## src/sv/fth_pkg.sv

```systemverilog
// shared types and constants for the frame tagged history buffer
package fth_pkg;

   localparam int FRAME_BITS           = 31;
   localparam int CMD_BITS             = 2;
   localparam int STATUS_BITS          = 2;
   localparam int DEFAULT_DEPTH        = 512;
   localparam int DEFAULT_PAYLOAD_BITS = 64;

   typedef enum logic [CMD_BITS-1:0] {
      CMD_SAVE  = 2'd0,
      CMD_GET   = 2'd1,
      CMD_TRIM  = 2'd2,
      CMD_CLEAR = 2'd3
   } cmd_type;

   localparam logic [STATUS_BITS-1:0] ST_OK        = 2'd0;
   localparam logic [STATUS_BITS-1:0] ST_MISS      = 2'd1;
   localparam logic [STATUS_BITS-1:0] ST_TRIM_STOP = 2'd2;

   // strobes from the sequencer to the entry store
   typedef struct packed {
      logic rd_en;
      logic wr_frame;
      logic wr_payload;
   } mem_ctl_type;

endpackage

```

## src/sv/fth_if.sv

```systemverilog
// valid/ready channel interfaces for commands and results
interface fth_req_if #(
   parameter int PW = fth_pkg::DEFAULT_PAYLOAD_BITS
);
   import fth_pkg::*;

   logic                  valid;
   logic                  ready;
   logic [CMD_BITS-1:0]   cmd;
   logic [FRAME_BITS-1:0] frame_tag;
   logic [PW-1:0]         payload_in;

   modport source (output valid, cmd, frame_tag, payload_in, input ready);
   modport sink   (input valid, cmd, frame_tag, payload_in, output ready);
endinterface

interface fth_rsp_if #(
   parameter int PW = fth_pkg::DEFAULT_PAYLOAD_BITS
);
   import fth_pkg::*;

   logic                   valid;
   logic                   ready;
   logic [STATUS_BITS-1:0] status;
   logic [FRAME_BITS-1:0]  frame_out;
   logic [PW-1:0]          payload_out;

   modport source (output valid, status, frame_out, payload_out, input ready);
   modport sink   (input valid, status, frame_out, payload_out, output ready);
endinterface

```

## src/sv/fth_ctrl.sv

```systemverilog
// command sequencer: ring pointers, entry walk, clearing sweep, result register
module fth_ctrl #(
   parameter int  DEPTH = fth_pkg::DEFAULT_DEPTH,
   parameter int  PW    = fth_pkg::DEFAULT_PAYLOAD_BITS,
   localparam int AW    = $clog2(DEPTH),
   localparam int CW    = $clog2(DEPTH + 1)
) (
   input  logic                            clock,
   input  logic                            reset,
   fth_req_if.sink                         req_chan,
   fth_rsp_if.source                       rsp_chan,
   output fth_pkg::mem_ctl_type            mem_ctl,
   output logic [AW-1:0]                   rd_addr,
   output logic [AW-1:0]                   wr_addr,
   output logic [fth_pkg::FRAME_BITS-1:0]  wr_frame,
   output logic [PW-1:0]                   wr_payload,
   input  logic [fth_pkg::FRAME_BITS-1:0]  rd_frame,
   input  logic [PW-1:0]                   rd_payload
);
   import fth_pkg::*;

   typedef enum logic [4:0] {
      S_IDLE  = 5'b00001,
      S_CLEAR = 5'b00010,
      S_ISSUE = 5'b00100,
      S_EVAL  = 5'b01000,
      S_RESP  = 5'b10000
   } state_type;

   state_type              state_ff, state_in;
   cmd_type                cmd_ff, cmd_in;
   logic [FRAME_BITS-1:0]  tag_ff, tag_in;
   logic [PW-1:0]          pay_ff, pay_in;
   logic [AW-1:0]          k_ff, k_in;
   logic                   first_ff, first_in;
   logic [AW-1:0]          oldest_ff, oldest_in;
   logic [CW-1:0]          count_ff, count_in;
   logic [AW-1:0]          sweep_ff, sweep_in;
   logic                   clr_rsp_ff, clr_rsp_in;
   logic [STATUS_BITS-1:0] res_status_ff, res_status_in;
   logic [FRAME_BITS-1:0]  res_frame_ff, res_frame_in;
   logic [PW-1:0]          res_pay_ff, res_pay_in;
   logic                   rsp_valid_ff, rsp_valid_in;
   logic [STATUS_BITS-1:0] rsp_status_ff, rsp_status_in;
   logic [FRAME_BITS-1:0]  rsp_frame_ff, rsp_frame_in;
   logic [PW-1:0]          rsp_pay_ff, rsp_pay_in;

   logic [AW:0]            slot_sum;
   logic [AW-1:0]          cur_slot;
   logic [AW-1:0]          next_slot;
   logic [AW-1:0]          oldest_next;
   logic                   frame_lt;
   logic                   frame_eq;

   // ring slot of entry k counted from the oldest
   always_comb begin
      slot_sum = {1'b0, oldest_ff} + {1'b0, k_ff};
      if (slot_sum >= (AW+1)'(DEPTH)) begin
         cur_slot = AW'(slot_sum - (AW+1)'(DEPTH));
      end else begin
         cur_slot = slot_sum[AW-1:0];
      end
      next_slot   = (cur_slot == AW'(DEPTH - 1)) ? '0 : cur_slot + 1'b1;
      oldest_next = (oldest_ff == AW'(DEPTH - 1)) ? '0 : oldest_ff + 1'b1;
   end

   assign frame_lt = rd_frame < tag_ff;
   assign frame_eq = rd_frame == tag_ff;

   always_comb begin
      state_in      = state_ff;
      cmd_in        = cmd_ff;
      tag_in        = tag_ff;
      pay_in        = pay_ff;
      k_in          = k_ff;
      first_in      = first_ff;
      oldest_in     = oldest_ff;
      count_in      = count_ff;
      sweep_in      = sweep_ff;
      clr_rsp_in    = clr_rsp_ff;
      res_status_in = res_status_ff;
      res_frame_in  = res_frame_ff;
      res_pay_in    = res_pay_ff;
      rsp_valid_in  = rsp_valid_ff && !rsp_chan.ready;
      rsp_status_in = rsp_status_ff;
      rsp_frame_in  = rsp_frame_ff;
      rsp_pay_in    = rsp_pay_ff;
      mem_ctl       = '0;
      rd_addr       = cur_slot;
      wr_addr       = cur_slot;
      wr_frame      = tag_ff;
      wr_payload    = pay_ff;

      unique case (state_ff)
         S_IDLE: begin
            if (req_chan.valid) begin
               cmd_in        = cmd_type'(req_chan.cmd);
               tag_in        = req_chan.frame_tag;
               pay_in        = req_chan.payload_in;
               k_in          = AW'(count_ff - 1'b1);
               first_in      = 1'b1;
               res_status_in = ST_OK;
               res_frame_in  = '0;
               res_pay_in    = '0;
               if (cmd_type'(req_chan.cmd) == CMD_CLEAR) begin
                  sweep_in   = '0;
                  clr_rsp_in = 1'b1;
                  state_in   = S_CLEAR;
               end else begin
                  state_in = S_ISSUE;
               end
            end
         end
         S_CLEAR: begin
            mem_ctl.wr_frame   = 1'b1;
            mem_ctl.wr_payload = 1'b1;
            wr_addr            = sweep_ff;
            wr_frame           = FRAME_BITS'(sweep_ff);
            wr_payload         = '0;
            sweep_in           = sweep_ff + 1'b1;
            if (sweep_ff == AW'(DEPTH - 1)) begin
               oldest_in = '0;
               count_in  = CW'(DEPTH);
               state_in  = clr_rsp_ff ? S_RESP : S_IDLE;
            end
         end
         S_ISSUE: begin
            mem_ctl.rd_en = 1'b1;
            state_in      = S_EVAL;
         end
         S_EVAL: begin
            first_in = 1'b0;
            case (cmd_ff)
               CMD_SAVE: begin
                  if (first_ff && frame_lt) begin
                     // newer than the newest entry: append, dropping the oldest when full
                     mem_ctl.wr_frame   = 1'b1;
                     mem_ctl.wr_payload = 1'b1;
                     wr_addr            = next_slot;
                     if (count_ff == CW'(DEPTH)) begin
                        oldest_in = oldest_next;
                     end else begin
                        count_in = count_ff + 1'b1;
                     end
                     state_in = S_RESP;
                  end else if (frame_eq) begin
                     mem_ctl.wr_payload = 1'b1;
                     state_in           = S_RESP;
                  end else if (frame_lt || k_ff == '0) begin
                     res_status_in = ST_MISS;
                     state_in      = S_RESP;
                  end else begin
                     k_in     = k_ff - 1'b1;
                     state_in = S_ISSUE;
                  end
               end
               CMD_GET: begin
                  if (frame_eq) begin
                     res_frame_in = rd_frame;
                     res_pay_in   = rd_payload;
                     state_in     = S_RESP;
                  end else if (frame_lt || k_ff == '0) begin
                     res_status_in = ST_MISS;
                     state_in      = S_RESP;
                  end else begin
                     k_in     = k_ff - 1'b1;
                     state_in = S_ISSUE;
                  end
               end
               CMD_TRIM: begin
                  if (!frame_lt && !frame_eq) begin
                     if (k_ff == '0) begin
                        res_status_in = ST_TRIM_STOP;
                        state_in      = S_RESP;
                     end else begin
                        count_in = CW'(k_ff);
                        k_in     = k_ff - 1'b1;
                        state_in = S_ISSUE;
                     end
                  end else begin
                     state_in = S_RESP;
                  end
               end
               default: begin
                  state_in = S_RESP;
               end
            endcase
         end
         S_RESP: begin
            if (!rsp_valid_ff || rsp_chan.ready) begin
               rsp_valid_in  = 1'b1;
               rsp_status_in = res_status_ff;
               rsp_frame_in  = res_frame_ff;
               rsp_pay_in    = res_pay_ff;
               state_in      = S_IDLE;
            end
         end
         default: begin
            state_in = S_IDLE;
         end
      endcase
   end

   assign req_chan.ready       = (state_ff == S_IDLE);
   assign rsp_chan.valid       = rsp_valid_ff;
   assign rsp_chan.status      = rsp_status_ff;
   assign rsp_chan.frame_out   = rsp_frame_ff;
   assign rsp_chan.payload_out = rsp_pay_ff;

   always_ff @(posedge clock) begin
      if (reset) begin
         state_ff     <= S_CLEAR;
         sweep_ff     <= '0;
         clr_rsp_ff   <= 1'b0;
         oldest_ff    <= '0;
         count_ff     <= CW'(DEPTH);
         rsp_valid_ff <= 1'b0;
      end else begin
         state_ff     <= state_in;
         sweep_ff     <= sweep_in;
         clr_rsp_ff   <= clr_rsp_in;
         oldest_ff    <= oldest_in;
         count_ff     <= count_in;
         rsp_valid_ff <= rsp_valid_in;
      end
   end

   always_ff @(posedge clock) begin
      cmd_ff        <= cmd_in;
      tag_ff        <= tag_in;
      pay_ff        <= pay_in;
      k_ff          <= k_in;
      first_ff      <= first_in;
      res_status_ff <= res_status_in;
      res_frame_ff  <= res_frame_in;
      res_pay_ff    <= res_pay_in;
      rsp_status_ff <= rsp_status_in;
      rsp_frame_ff  <= rsp_frame_in;
      rsp_pay_ff    <= rsp_pay_in;
   end

endmodule
```

## src/flat_wrapper.sv

```systemverilog
// flat-port wrapper written by rule: the top's interface ports become plain ports
module fth_ctrl_flat import fth_pkg::*;
#(
   parameter int  DEPTH = fth_pkg::DEFAULT_DEPTH,
   parameter int  PW    = fth_pkg::DEFAULT_PAYLOAD_BITS,
   localparam int AW    = $clog2(DEPTH),
   localparam int CW    = $clog2(DEPTH + 1)
)
  (clock, reset, mem_ctl, rd_addr, wr_addr, wr_frame, wr_payload, rd_frame, rd_payload, req_chan_valid, req_chan_cmd, req_chan_frame_tag, req_chan_payload_in, req_chan_ready, rsp_chan_valid, rsp_chan_status, rsp_chan_frame_out, rsp_chan_payload_out, rsp_chan_ready);
  fth_req_if #(.PW(PW)) req_chan_i ();
  fth_rsp_if #(.PW(PW)) rsp_chan_i ();
  input  logic clock;
  input  logic reset;
  output fth_pkg::mem_ctl_type mem_ctl;
  output logic [AW-1:0] rd_addr;
  output logic [AW-1:0] wr_addr;
  output logic [fth_pkg::FRAME_BITS-1:0] wr_frame;
  output logic [PW-1:0] wr_payload;
  input  logic [fth_pkg::FRAME_BITS-1:0] rd_frame;
  input  logic [PW-1:0] rd_payload;
  input wire logic [$bits(req_chan_i.valid)-1:0] req_chan_valid;
  input wire logic [$bits(req_chan_i.cmd)-1:0] req_chan_cmd;
  input wire logic [$bits(req_chan_i.frame_tag)-1:0] req_chan_frame_tag;
  input wire logic [$bits(req_chan_i.payload_in)-1:0] req_chan_payload_in;
  output wire logic [$bits(req_chan_i.ready)-1:0] req_chan_ready;
  output wire logic [$bits(rsp_chan_i.valid)-1:0] rsp_chan_valid;
  output wire logic [$bits(rsp_chan_i.status)-1:0] rsp_chan_status;
  output wire logic [$bits(rsp_chan_i.frame_out)-1:0] rsp_chan_frame_out;
  output wire logic [$bits(rsp_chan_i.payload_out)-1:0] rsp_chan_payload_out;
  input wire logic [$bits(rsp_chan_i.ready)-1:0] rsp_chan_ready;
  assign req_chan_i.valid = req_chan_valid;
  assign req_chan_i.cmd = req_chan_cmd;
  assign req_chan_i.frame_tag = req_chan_frame_tag;
  assign req_chan_i.payload_in = req_chan_payload_in;
  assign req_chan_ready = req_chan_i.ready;
  assign rsp_chan_valid = rsp_chan_i.valid;
  assign rsp_chan_status = rsp_chan_i.status;
  assign rsp_chan_frame_out = rsp_chan_i.frame_out;
  assign rsp_chan_payload_out = rsp_chan_i.payload_out;
  assign rsp_chan_i.ready = rsp_chan_ready;
  fth_ctrl #(.DEPTH(DEPTH), .PW(PW)) u_core (.clock(clock), .reset(reset), .req_chan(req_chan_i), .rsp_chan(rsp_chan_i), .mem_ctl(mem_ctl), .rd_addr(rd_addr), .wr_addr(wr_addr), .wr_frame(wr_frame), .wr_payload(wr_payload), .rd_frame(rd_frame), .rd_payload(rd_payload));
endmodule
```

## config.mk

```make
export PLATFORM = sky130hd
export DESIGN_NAME = fth_ctrl_flat
export DESIGN_NICKNAME = d
export VERILOG_FILES = /design/src/sv/fth_pkg.sv /design/src/sv/fth_if.sv /design/src/sv/fth_ctrl.sv /design/src/flat_wrapper.sv
export SDC_FILE = /design/constraint.sdc
export NUM_CORES = 1
export LEC_CHECK = 0
export BUFFER_PORTS_ARGS = -buffer_cell sky130_fd_sc_hd__buf_2
export CAP_MARGIN = 20
export CORE_UTILIZATION = 40
export DETAILED_ROUTE_END_ITERATION = 12
export GPL_TIMING_DRIVEN = 0
export PLACE_DENSITY = 0.63
export SLEW_MARGIN = 20
export SYNTH_ARGS = -nofsm -noshare
export SYNTH_HDL_FRONTEND = slang
export SYNTH_SLANG_ARGS = --single-unit
```

## constraint.sdc

```tcl
create_clock -name clock -period 29.7 [get_ports clock]
set_input_delay 5.94 -clock clock [delete_from_list [all_inputs] [get_ports clock]]
set_output_delay 5.94 -clock clock [all_outputs]
set_load 0.02 [all_outputs]
```

### Word level (Yosys, flattened, before mapping)

Cells that the tools add are included.

| storage, ports and cells | value |
|---|---|
| flip-flop bits (word level) | 336 |
| input bits | 196 |

| operators by class | value |
|---|---|
| add/subtract/negate cells | 8 |
| order comparisons | 2 |
| equality and inequality tests | 30 |
| muxes and demuxes | 69 |
| reductions and logical operators | 25 |

Operators by type and width:

| operator | count |
|---|---|
| 64-bit 2-to-1 mux | 4 |
| 9-bit 2-to-1 mux | 17 |
| 64-bit one-hot mux with 2 select lines | 1 |
| 31-bit 2-to-1 mux | 4 |
| 9-bit one-hot mux with 2 select lines | 4 |
| 31-bit one-hot mux with 2 select lines | 1 |
| 10-bit 2-to-1 mux | 5 |
| 5-bit 2-to-1 mux | 9 |
| 10-bit one-hot mux with 2 select lines | 2 |
| 31-bit equality test | 1 |
| 31-bit < comparator | 1 |
| 9-bit by 1-bit adder with 9-bit output, second input constant | 3 |
| 9-bit equality test, second input constant | 3 |
| 9-bit one-hot mux with 3 select lines | 1 |
| 9-bit by 1-bit subtractor with 9-bit output, second input constant | 3 |
| 5-bit one-hot mux with 5 select lines | 1 |
| 5-bit one-hot mux with 3 select lines | 1 |
| 2-bit 2-to-1 mux | 7 |
| 2-bit by 1-bit inequality test with 1-bit output, second input constant | 6 |
| 3-bit by 2-bit inequality test with 1-bit output, second input constant | 4 |
| 6-bit AND reduction | 2 |
| 10-bit by 1-bit adder with 10-bit output, second input constant | 1 |
| 9-bit by 9-bit adder with 10-bit output | 1 |
| 10-bit equality test, second input constant | 1 |
| other kinds (27) | 51 |

### Depth between registers and ports, before layout

Gate-level depths: netlist of run 1.

| logic depth | value |
|---|---|
| word-level depth | 8 |
| gate-level depth with buffers | 15 |
| mapped depth without buffers | 14 |

### Worst setup path after synthesis of run 1

No wires, ideal clock.

| timing | value |
|---|---|
| path type | input to output |
| start | input rd_frame[30] in the netlist's numbering |
| end | output wr_addr[8] |
| arrival | 8.342 ns |
| slack | 15.418 ns |
| stages | 9 |
| path buffers | 0 |
| cell sequence | ha_1 nand4_2 nor3_4 nand4_2 a21oi_2 nor4_2 nor2_1 inv_1 o311ai_0 |

| between the ends | value |
|---|---|
| word-level cells in the longest chain between the ends | 5 |

RTL lines:

| item | RTL line | source |
|---|---|---|
| from (decl) | flat_wrapper.sv:19 | `input logic [fth_pkg::FRAME_BITS-1:0] rd_frame;` |
| 31-bit < comparator | fth_ctrl.sv:67 | `assign frame_lt = rd_frame < tag_ff;` |
| 1-bit logical AND | fth_ctrl.sv:135 | `if (first_ff && frame_lt) begin` |
| 9-bit 2-to-1 mux | fth_ctrl.sv:135 |  |
| 9-bit 2-to-1 mux | fth_ctrl.sv:133 | `case (cmd_ff)` |
| 9-bit one-hot mux with 2 select lines | fth_ctrl.sv:94 | `unique case (state_ff)` |
| to (decl) | flat_wrapper.sv:16 | `output logic [AW-1:0] wr_addr;` |

No other way between the ends.

### Final worst setup path of run 1

Ends and elaborated chain as after synthesis.

==> summary.txt, run 1 <==
Run status
  • Status: completed

Critical path
  • Signal arrival time at the worst endpoint: 8.77 ns
  • Worst EP required: 23.76 ns
  • Startpoint types: primary input
  • WP depth: 11
  • Crit-path cells: buf_2, ha_1, nand4_2, nor3_4, nand4_2, a21oi_2, nor4_2, nor2_1, inv_1, o311ai_0, buf_2
  • Flop2flop setup slack: 25.83 ns
  • Critical Path Slowest Stage Cell: o311ai_0
  • Critical Path Sink: wr_addr[8]
  • CP peak stage delay: 0.40 ns
  • Family with the most delay on the worst path: simple AND/OR/NAND/NOR gates
  • Worst setup path category: primary input to output port
  • Crit path launch: rd_frame[30]
  • Largest fanout on the critical path: 7
  • R2r endpoint: u_core.res_frame_ff[28]$_SDFFCE_PN0P_
  • Cell count of the worst reg-to-reg path: 9
  • Crit path buf inv count: 3
  • Worst reg2reg startpoint: u_core.tag_ff[30]$_DFFE_PP_
  • Crit. End Element: output port

Die
  • Die X: 190.7 um
  • Rows: 68
  • I/O Pins: 411
  • Initial core utilization: 40.94%
  • Core ar.: 34,800 um^2
  • Die ar.: 36,380 um^2
  • Die Y: 190.7 um

Synthesis
  • Post-synthesis sequential area ratio: 68.36%
  • Synth Area in Simple Gates: 16.36%
  • Syn. warnings: 0
  • Post-synthesis mux area share: 1.133%
  • Main combinational cell family by area after synthesis: simple AND/OR/NAND/NOR gates
  • Netlist cell types: 71
  • Number of flops mapped to enable cells by yosys: 301
  • Post-Syn Area per Cell: 13.45 um^2
  • Post-synth top area share: 63.44%
  • Synth Area in Compound Gates: 6.024%
  • Post-synth ARST share: 0%
  • Synth Area in XOR/XNOR: 1.291%
  • Flops & latches, synth: 336
  • Post-Synth Adder-Cell Area: 4.356%
  • Top cells by area, synth: edfxtp_1, and2_1, dfxtp_1
  • Leading area contributor after synthesis: edfxtp_1
  • Most used DFF post-synth: edfxtp_1
  • Post-Synthesis Cells: 1,059
  • Syn nets: 1,304
  • Mapped Area: 14,250 um^2

Place
  • DPL Wire Length: 30,540 um
  • Placed Cells: 1,933
  • RD Place Congestion: 0.9391
  • Place WS: 15.15 ns
  • PortBufs: 410

Power
  • PwrDens: 58.41 nW/um^2
  • Leak pwr: 7.584 nW
  • Peak supply drop: 0.00005320 V

STA
  • Total negative slack: 0 ns
  • Max-slew headroom: 27.58%
  • Setup violators final: 0
  • Tmin final: 14.71 ns
  • Worst Clk Skew: 0.01798 ns
  • Slew Limit Fails: 0
  • Worst Tran Pin Value: 1.076 ns
  • Fin. Hold Viols: 0
  • PnR worst setup slack: 14.99 ns
  • Final Cycle Share: 49.53%
  • RSZ-0062 raised after global routing: no
  • Worst hold slack: 0.4103 ns
  • Peak Freq: 0.06798 GHz

Layout
  • Post-Layout Cell Count: 2,004
  • Finished Core Util: 52.62%
  • Synth-to-layout area growth: 28.52%
  • Share of cells above drive strength 1: 33.01%
  • Area of the multi-input gates: 4174 um^2
  • Fin nets: 1,762
  • Most frequent cells in the layout: buf_2, edfxtp_1, and2_1
  • Commonest non-fill, non-tap cell in the layout: buf_2
  • # fillers: 3,024
  • Storage cell area: 9739 um^2

Global routing
  • First-pass GRT wire length: 57,790 um
  • Vias in the first global route: 9,968
  • Pin count of the biggest net entering global routing: 64
  • Total GRT Usage: 21.34%
  • Gr ovfl total: 0
  • Initial antenna violation count: 4

Clocking
  • Clock Latency Late Sink: 0.53 ns
  • Num CTS Buffers: 37
  • CTS Hold Bufs: 0
  • Max Root-Sink Buffers: 3
  • PostCTS Resize Cnt: 0
  • Clk pin slew, worst setup/hold paths: 0.06 ns
  • Clock Sinks: 336
  • CTS tree: done
  • H-Tree Depth: 2
  • Clock Tree Root: clkbuf_16
  • Post-CTS Setup Repair Bufs: 0

Route
  • DRT iter0 DRCs: 659
  • Mean routed wirelength per cell: 19.53 um
  • Final wirelength: 39,140 um
  • Via count: 10,160
  • Vias per cell: 5.068
  • Final ANT Viol Nets: 0
  • DRC: 0
  • DRT Pass-1 Iters: 5

Job
  • Max Cap Viol: 0

Min path
  • HP Class: flip-flop to flip-flop
==> registers in the layout (all words and copies together), names as in the netlist <==
name,flops
u_core.res_status_ff,2
u_core.state_ff,5
u_core.pay_ff,64
u_core.tag_ff,31
u_core.rsp_chan.frame_out,31
u_core.clr_rsp_ff,1
u_core.rsp_chan.valid,1
u_core.sweep_ff,9
u_core.first_ff,1
u_core.res_frame_ff,31
u_core.cmd_ff,2
u_core.rsp_chan.status,2
u_core.oldest_ff,9
u_core.count_ff,10
u_core.k_ff,9
u_core.res_pay_ff,64
u_core.rsp_chan.payload_out,64
==> worst min path at each step <==
stage | start | endpoint | slack [ns] | depth (start not counted)
floorplan | u_core.res_frame_ff[0]$_SDFFCE_PN0P_ | u_core.rsp_chan.frame_out[0]$_DFFE_PP_ | 0.40 | 0
global placement | u_core.res_pay_ff[3]$_SDFFCE_PN0P_ | u_core.rsp_chan.payload_out[3]$_DFFE_PP_ | 0.40 | 0
detailed placement | u_core.res_frame_ff[15]$_SDFFCE_PN0P_ | u_core.rsp_chan.frame_out[15]$_DFFE_PP_ | 0.40 | 0
CTS | u_core.res_pay_ff[9]$_SDFFCE_PN0P_ | u_core.rsp_chan.payload_out[9]$_DFFE_PP_ | 0.41 | 0
global route | u_core.res_frame_ff[29]$_SDFFCE_PN0P_ | u_core.rsp_chan.frame_out[29]$_DFFE_PP_ | 0.41 | 0
finish | u_core.res_frame_ff[28]$_SDFFCE_PN0P_ | u_core.rsp_chan.frame_out[28]$_DFFE_PP_ | 0.41 | 0
==> synthesized netlist by cell type, drive strengths merged, types with 13 or more instances <==
master / count
o21ai: 37
and3: 18
nor2: 67
or3: 13
edfxtp: 301
nand4: 19
nand2: 50
xor2: 13
dfxtp: 35
nor3: 13
inv: 51
mux2i: 15
ha: 48
nand3: 32
and2: 160
a21oi: 53
clkbuf: 32
==> report_power, final <==
group	leakage [nW]	total, mW	switching, mW	internal, mW
registers	3.17	0.516	0.00258	0.514
logic	3.83	0.108	0.0699	0.0378
clock network	0.583	0.445	0.188	0.258
==> worst register-to-register path: stages, from the launching register on <==
cell and delay (ns):
edfxtp_1 0.32, inv_1 0.12, ha_1 0.37, nand4_2 0.19, nor4_1 0.96, nand2_1 0.34, o21ai_4 0.65, buf_16 0.26
buf_16 0.19, buf_16 0.17
==> area by class of cell <==
type	instances	share of cell area [%]
sequential	336	53.19
antenna	4	0.05467
multi-input combinational	632	22.80
tap	455	3.109
timing repair buffer	419	12.44
inverter	51	1.073
clock buffer	41	5.139
clock inverter	26	1.319
buffer	40	0.8815
==> cells by family after synthesis <==
| family | after synthesis |
|---|---|
| flops | 336 |
| simple gates | 411 |
| fa+ha+maj | 49 |
| buf+inv | 91 |
| mux | 16 |
| compound gates | 135 |
| xor+xnor | 21 |
==> stage by stage <==
| step | power [mW] | area (um^2) |
|---|---|---|
| finish | 1.070 | 18310 |
| global route | 1.107 | 18300 |
| CTS | 1.084 | 18300 |
| detailed placement | 0.6348 | 17120 |
| global placement | 0.6348 | 16870 |
| floorplan | 0.5859 | 14250 |
==> per-layer routing <==
| metal | GRT usage (%) | vias up | wire length, um |
|---|---|---|---|
| met4 | 9.077 | 2 | 1427 |
| met2 | 35.90 | 518 | 18690 |
| met5 | 0 | - | 16 |
| met3 | 5.723 | 82 | 3811 |
| li1 | - | 4786 | - |
| met1 | 25.72 | 4769 | 15200 |
No activity file was read; power rests on OpenSTA's default activity.
==> inputs of run 2 (changes only) <==
--- a/config.mk
+++ b/config.mk
@@ -10,7 +10,7 @@
 export CORE_UTILIZATION = 40
 export DETAILED_ROUTE_END_ITERATION = 12
 export GPL_TIMING_DRIVEN = 0
-export PLACE_DENSITY = 0.63
+export PLACE_DENSITY = 0.66
 export SLEW_MARGIN = 20
 export SYNTH_ARGS = -nofsm -noshare
 export SYNTH_HDL_FRONTEND = slang
==> constraint.sdc (replaced) <==
create_clock -name clock -period 13.3 [get_ports clock]
set_input_delay 2.66 -clock clock [delete_from_list [all_inputs] [get_ports clock]]
set_output_delay 2.66 -clock clock [all_outputs]
set_load 0.02 [all_outputs]
==> summary.txt, run 2 (same netlist as run 1, synthesis figures left out) <==
Critical path
  • Family with the most delay on the worst path: simple AND/OR/NAND/NOR gates (unchanged)
  • Signal arrival time at the worst endpoint: 5.42 ns (was 8.77 ns)
  • Startpoint types: primary input (unchanged)
  • Largest fanout on the critical path: 7 (unchanged)
  • Flop2flop setup slack: 9.50 ns (was 25.83 ns)
  • CP peak stage delay: 0.47 ns (was 0.40 ns)
  • Worst reg2reg startpoint: u_core.state_ff[4]$_SDFFE_PP0P_ (was u_core.tag_ff[30]$_DFFE_PP_)
  • Crit-path cells: buf_2, ha_1, nand4_1, nor3_4, nand4_2, a21oi_2, nor4_2, nor2_1, inv_1, o311ai_0, buf_2 (was buf_2, ha_1, nand4_2, nor3_4, nand4_2, a21oi_2, nor4_2, nor2_1, inv_1, o311ai_0, buf_2)
  • Worst path most repeated cell: buf_2
  • Worst setup path category: primary input to output port (unchanged)
  • Crit. End Element: output port (unchanged)
  • R2r endpoint: u_core.res_pay_ff[48]$_SDFFCE_PN0P_ (was u_core.res_frame_ff[28]$_SDFFCE_PN0P_)
  • Worst EP required: 10.64 ns (was 23.76 ns)
  • Cell count of the worst reg-to-reg path: 11 (was 9)
  • Critical Path Slowest Stage Cell: o311ai_0 (unchanged)
  • Crit path buf inv count: 3 (unchanged)

STA
  • Fin. Hold Viols: 0 (unchanged)
  • Peak Freq: 0.1237 GHz
  • Slew Limit Fails: 0 (unchanged)
  • Worst Tran Pin Value: 0.8330 ns (was 1.076 ns)
  • RSZ-0062 raised after global routing: no (unchanged)
  • Setup violators final: 0 (unchanged)
  • Tmin final: 8.084 ns
  • Max-slew headroom: 43.96% (was 27.58%)
  • Final Cycle Share: 60.78%
  • PnR worst setup slack: 5.216 ns (was 14.99 ns)
  • Worst Clk Skew: 0.01476 ns (was 0.01798 ns)

Layout
  • Post-route cell area: 18,410 um^2 (was 18,310 um^2)
  • Commonest non-fill, non-tap cell in the layout: buf_2 (unchanged)
  • Synth-to-layout area growth: 29.24% (was 28.52%)
  • Fin nets: 1,762 (unchanged)
  • Most frequent cells in the layout: buf_2, edfxtp_1, and2_1 (unchanged)
  • Share of cells above drive strength 1: 32.99% (was 33.01%)

Route
  • Vias per cell: 4.983 (was 5.068)
  • Final ANT Viol Nets: 0 (unchanged)
  • DRT iter0 DRCs: 706 (was 659)
  • Final wirelength: 39,350 um (was 39,140 um)
  • Via count: 9,980 (was 10,160)
  • Mean routed wirelength per cell: 19.65 um (was 19.53 um)
  • DRC: 0 (unchanged)
  • DRT Pass-1 Iters: 5 (unchanged)

Power
  • Sequential share of power: 46.2% (was 48.3%)
  • Leak pwr: 7.629 nW (was 7.584 nW)
  • Sw Pwr: 0.5836 mW (was 0.2602 mW)
  • Clk pwr share: 44.1% (was 41.6%)
  • Combinational fraction of design power: 9.6% (was 10.1%)
  • PwrDens: 135.5 nW/um^2 (was 58.41 nW/um^2)
  • Pint: 1.911 mW (was 0.8093 mW)
  • Sw frac: 23.40% (was 24.33%)
  • Peak supply drop: 0.0001185 V (was 0.00005320 V)

Global routing
  • First-pass GRT wire length: 57,740 um (was 57,790 um)
  • Initial antenna violation count: 3 (was 4)
  • Vias in the first global route: 9,844 (was 9,968)
  • Gr ovfl total: 0 (unchanged)
  • Pin count of the biggest net entering global routing: 54 (was 64)
  • Total GRT Usage: 21.43% (was 21.34%)

Clocking
  • Post-CTS Setup Repair Bufs: 0 (unchanged)
  • Clk pin slew, worst setup/hold paths: 0.06 ns (about the same)
  • Num CTS Buffers: 38 (was 37)
  • PostCTS Resize Cnt: 0 (unchanged)
  • CTS Hold Bufs: 0 (unchanged)
  • Clock Latency Late Sink: 0.53 ns (about the same)
  • Max Root-Sink Buffers: 3 (unchanged)
  • Clock Tree Root: clkbuf_16 (unchanged)
  • CTS tree: done (unchanged)
  • Clock Sinks: 336 (unchanged)
  • H-Tree Depth: 2 (unchanged)

Die
  • Die Y: 190.7 um (unchanged)
  • Rows: 68 (unchanged)
  • I/O Pins: 411 (unchanged)
  • Die X: 190.7 um (unchanged)
  • Initial core utilization: 40.94% (unchanged)
  • Die ar.: 36,380 um^2 (unchanged)
  • Core ar.: 34,800 um^2 (unchanged)

Place
  • DPL Wire Length: 30,430 um (was 30,540 um)
  • PortBufs: 410 (unchanged)
  • RD Place Congestion: 0.8999 (was 0.9391)
  • Area after DPL: 17,090 um^2 (was 17,120 um^2)
  • Place WS: 5.265 ns (was 15.15 ns)

Min path
  • HP Class: flip-flop to flip-flop (unchanged)
  • Hold path cells: 0 (unchanged)
  • WHS Endpoint: u_core.rsp_chan.frame_out[16]$_DFFE_PP_ (was u_core.rsp_chan.frame_out[28]$_DFFE_PP_)
  • Hold path startpoint: u_core.res_frame_ff[16]$_SDFFCE_PN0P_ (was u_core.res_frame_ff[28]$_SDFFCE_PN0P_)

Job
  • Max Cap Viol: 0 (unchanged)

Run status
  • Status: completed (unchanged)
## run 2: cell count changes in the layout (fill, tap and decap cells not counted), moves of 2 or more
cell | before | now
clkinv_1 | 6 | 4
clkinv_2 | 9 | 6
clkinv_8 | 2 | 0
clkbuf_1 | 36 | 39
bufinv_16 | 3 | 7
diode_2 | 4 | 2
clkbuf_16 | 37 | 39
## run 2: how the worst max path moves through the flow
| stage | from | endpoint | cells after the start |
|---|---|---|---|
| floorplan | rd_frame[26] | u_core.res_frame_ff[0]$_SDFFCE_PN0P_ | 5 |
| global placement | rd_frame[26] | u_core.res_pay_ff[46]$_SDFFCE_PN0P_ | 6 |
| detailed placement | rd_frame[26] | wr_addr[8] | 11 |
| CTS | rd_frame[26] | wr_addr[8] | 11 |
| global route | rd_frame[26] | wr_addr[8] | 11 |
| finish | rd_frame[26] | wr_addr[8] | 11 |
## run 2: metrics by stage
stage | power [mW] | TNS, ns | util (%) | instances | hold slack (ns)
after global routing | 2.578 | 0 | 52.91 | 2002 | 0.4193
after global placement | 1.417 | -148.79 | 48.48 | 1924 | 0.4004
after detailed placement | 1.418 | 0 | 49.11 | 1932 | 0.4045
after CTS | 2.522 | 0 | 52.90 | 2001 | 0.4171
after floorplan | 1.308 | 0 | - | 1059 | 0.4003
final | 2.494 | 0 | 52.92 | 2003 | 0.4146
## run 2: final cells by class
cell class / count / area (um^2)
Antenna cell: 2 / 5.005
Buffer: 40 / 161.4
Clock buffer: 46 / 1002
Multi-Input combinational cell: 632 / 4174
Clock inverter: 23 / 316.6
Sequential cell: 336 / 9739
Tap cell: 455 / 569.3
Timing Repair Buffer: 418 / 2250
Inverter: 51 / 196.4
Fill cell: 3003 / 16380
## run 2: worst register-to-register path, stage by stage (launching register included)
cell,delay (ns)
dfxtp_1,0.36
nor2_1,0.11
and3_1,0.14
buf_2,0.22
clkbuf_1,0.46
buf_1,0.60
nand3b_1,0.21
o21ai_4,0.57
buf_16,0.26
buf_16,0.19
buf_16,0.19
buf_16,0.18
## run 2: power by group through the flow
stage | logic (mW) | clock network (mW) | registers, mW
5_1_grt | 0.262 | 1.16 | 1.15
3_5_place_dp | 0.243 | 0 | 1.18
4_1_cts | 0.244 | 1.12 | 1.15
3_3_place_gp | 0.240 | 0 | 1.18
2_1_floorplan | 0.133 | 0 | 1.18
6_report | 0.240 | 1.10 | 1.15
## run 2: routing by layer
layer	global-route usage, %	share of wire [%]	up-vias
li1	-	-	4784
met1	25.79	40	4646
met2	36.56	48	483
met3	6.036	9.1	67
met4	7.569	3.1	0
met5	0	0	-
==> inputs of run 3 (changes only) <==
--- a/config.mk
+++ b/config.mk
@@ -10,7 +10,7 @@
 export CORE_UTILIZATION = 40
 export DETAILED_ROUTE_END_ITERATION = 12
 export GPL_TIMING_DRIVEN = 0
-export PLACE_DENSITY = 0.66
+export PLACE_DENSITY = 0.63
 export SLEW_MARGIN = 20
 export SYNTH_ARGS = -nofsm -noshare
 export SYNTH_HDL_FRONTEND = slang
==> constraint.sdc (replaced) <==
create_clock -name clock -period 7.91 [get_ports clock]
set_input_delay 1.582 -clock clock [delete_from_list [all_inputs] [get_ports clock]]
set_output_delay 1.582 -clock clock [all_outputs]
set_load 0.02 [all_outputs]
==> summary.txt, run 3 (same netlist as run 1, synthesis figures left out) <==
Run status
  • Status: completed (unchanged)

Layout
  • Share of cells above drive strength 1: 33.23% (was 32.99%)
  • Most frequent cells in the layout: buf_2, edfxtp_1, and2_1 (unchanged)
  • # fillers: 3,015 (was 3,003)
  • Fin nets: 1,763 (was 1,762)
  • Synth-to-layout area growth: 29.59% (was 29.24%)
  • Post-route cell area: 18,460 um^2 (was 18,410 um^2)
  • Area of the multi-input gates: 4174 um^2 (unchanged)
  • Commonest non-fill, non-tap cell in the layout: buf_2 (unchanged)
  • Storage cell area: 9739 um^2 (unchanged)

STA
  • Total negative slack: 0 ns (unchanged)
  • Final Cycle Share: 74.22%
  • RSZ-0062 raised after global routing: no (unchanged)
  • Max-slew headroom: 43.91% (was 43.96%)
  • Fin. Hold Viols: 0 (unchanged)
  • Worst Tran Pin Value: 0.8344 ns (was 0.8330 ns)
  • Setup violators final: 0 (unchanged)
  • PnR worst setup slack: 2.039 ns (was 5.216 ns)
  • Slew Limit Fails: 0 (unchanged)
  • Peak Freq: 0.1703 GHz
  • Worst Clk Skew: 0.01681 ns (was 0.01476 ns)
  • Tmin final: 5.871 ns

Route
  • DRT iter0 DRCs: 613 (was 706)
  • Mean routed wirelength per cell: 20.12 um (was 19.65 um)
  • Via count: 10,150 (was 9,980)
  • M1 WL: 15,460 um (was 15,680 um)
  • Top Metal Used: met5 (was met4)
  • Metal3 WL: 3765 um (was 3571 um)
  • DRT Pass-1 Iters: 5 (unchanged)
  • Final ANT Viol Nets: 0 (unchanged)
  • Final wirelength: 40,360 um (was 39,350 um)
  • Wire length on met2: 19,160 um (was 18,870 um)
  • DRC: 0 (unchanged)
  • Vias per cell: 5.059 (was 4.983)

Clocking
  • Clock Latency Late Sink: 0.53 ns (about the same)
  • Clock Tree Root: clkbuf_16 (unchanged)
  • Post-CTS Setup Repair Bufs: 0 (unchanged)
  • CTS Hold Bufs: 0 (unchanged)
  • Max Root-Sink Buffers: 3 (unchanged)
  • Clock Sinks: 336 (unchanged)
  • CTS tree: done (unchanged)
  • Num CTS Buffers: 38 (unchanged)
  • Clk pin slew, worst setup/hold paths: 0.06 ns (about the same)
  • PostCTS Resize Cnt: 0 (unchanged)
  • H-Tree Depth: 2 (unchanged)

Critical path
  • Worst setup path category: primary input to output port (unchanged)
  • Crit-path cells: buf_2, ha_1, nand4_1, nor3_4, nand4_2, a21oi_2, nor4_2, nor2_1, inv_1, o311ai_0, buf_2 (unchanged)
  • Worst path most repeated cell: buf_2 (unchanged)
  • Flop2flop setup slack: 4.56 ns (was 9.50 ns)
  • Family with the most delay on the worst path: simple AND/OR/NAND/NOR gates (unchanged)
  • Startpoint types: primary input (unchanged)
  • Largest fanout on the critical path: 7 (unchanged)
  • Signal arrival time at the worst endpoint: 4.29 ns (was 5.42 ns)
  • Critical Path Slowest Stage Cell: o311ai_0 (unchanged)
  • Crit path buf inv count: 3 (unchanged)
  • Crit. End Element: output port (unchanged)
  • CP peak stage delay: 0.44 ns (was 0.47 ns)
  • Worst EP required: 6.33 ns (was 10.64 ns)

Die
  • Die X: 190.7 um (unchanged)
  • Rows: 68 (unchanged)
  • Initial core utilization: 40.94% (unchanged)
  • Die ar.: 36,380 um^2 (unchanged)
  • I/O Pins: 411 (unchanged)
  • Die Y: 190.7 um (unchanged)
  • Core ar.: 34,800 um^2 (unchanged)

Job
  • Max Cap Viol: 0 (unchanged)

Place
  • Area after DPL: 17,130 um^2 (was 17,090 um^2)
  • RD Place Congestion: 0.9206 (was 0.8999)
  • Place WS: 2.058 ns (was 5.265 ns)
  • DPL Wire Length: 31,520 um (was 30,430 um)
  • PortBufs: 410 (unchanged)

Power
  • Peak supply drop: 0.0001787 V (was 0.0001185 V)
  • PwrDens: 227.8 nW/um^2 (was 135.5 nW/um^2)
  • Leak pwr: 7.657 nW (was 7.629 nW)

Global routing
  • First-pass GRT wire length: 58,600 um (was 57,740 um)
  • Total GRT Usage: 21.89% (was 21.43%)
  • Gr ovfl total: 0 (unchanged)
  • Initial antenna violation count: 7 (was 3)
  • Vias in the first global route: 9,958 (was 9,844)
  • Pin count of the biggest net entering global routing: 75 (was 54)

Min path
  • HP Class: flip-flop to flip-flop (unchanged)
[run 3: changes by cell type in the layout (fill, tap and decap cells not counted), sizes merged]
cell	previous run	this run
buf	426	427
clkbuf	78	76
inv	54	55
clkinv	11	13
clkinvlp	2	1
diode	2	4
[run 3: per-layer routing]
layer / vias to the layer above / GRT usage [%]
li1: 4784 / -
met1: 4775 / 25.16
met2: 483 / 36.91
met3: 102 / 6.625
met4: 4 / 10.92
met5: - / 0
[run 3: per-stage QoR]
step / hold WS [ns] / std cells / util [%] / total power, mW
4_1_cts: 0.4179 / 2002 / 53.03 / 4.256
3_5_place_dp: 0.4045 / 1933 / 49.21 / 2.386
3_3_place_gp: 0.4005 / 1924 / 48.48 / 2.383
5_1_grt: 0.4232 / 2003 / 53.03 / 4.355
2_1_floorplan: 0.4003 / 1059 / - / 2.199
6_report: 0.4172 / 2006 / 53.06 / 4.206
[run 3: power by group]
group | internal (mW) | switching [mW]
Combinational | 0.142 | 0.264
Sequential | 1.93 | 0.00970
Clock | 1.14 | 0.719
Total | 3.21 | 0.992
[run 3: worst paths after layout]
kind | from | end | cells past startpoint
max | rd_frame[26] | wr_addr[8] | 11
min | u_core.res_pay_ff[15]$_SDFFCE_PN0P_ | u_core.rsp_chan.payload_out[15]$_DFFE_PP_ | 0
max reg2reg | u_core.state_ff[4]$_SDFFE_PP0P_ | u_core.res_pay_ff[15]$_SDFFCE_PN0P_ | 9
min reg2reg | u_core.res_pay_ff[15]$_SDFFCE_PN0P_ | u_core.rsp_chan.payload_out[15]$_DFFE_PP_ | 0
[run 3: layout make-up]
class	count	share of cell area, %
clock buffer	44	5.388
sequential	336	52.75
antenna	4	0.05422
timing repair buffer	419	12.37
buffer	40	0.8742
tap	455	3.083
multi-input combinational	632	22.61
clock inverter	25	1.803
inverter	51	1.064
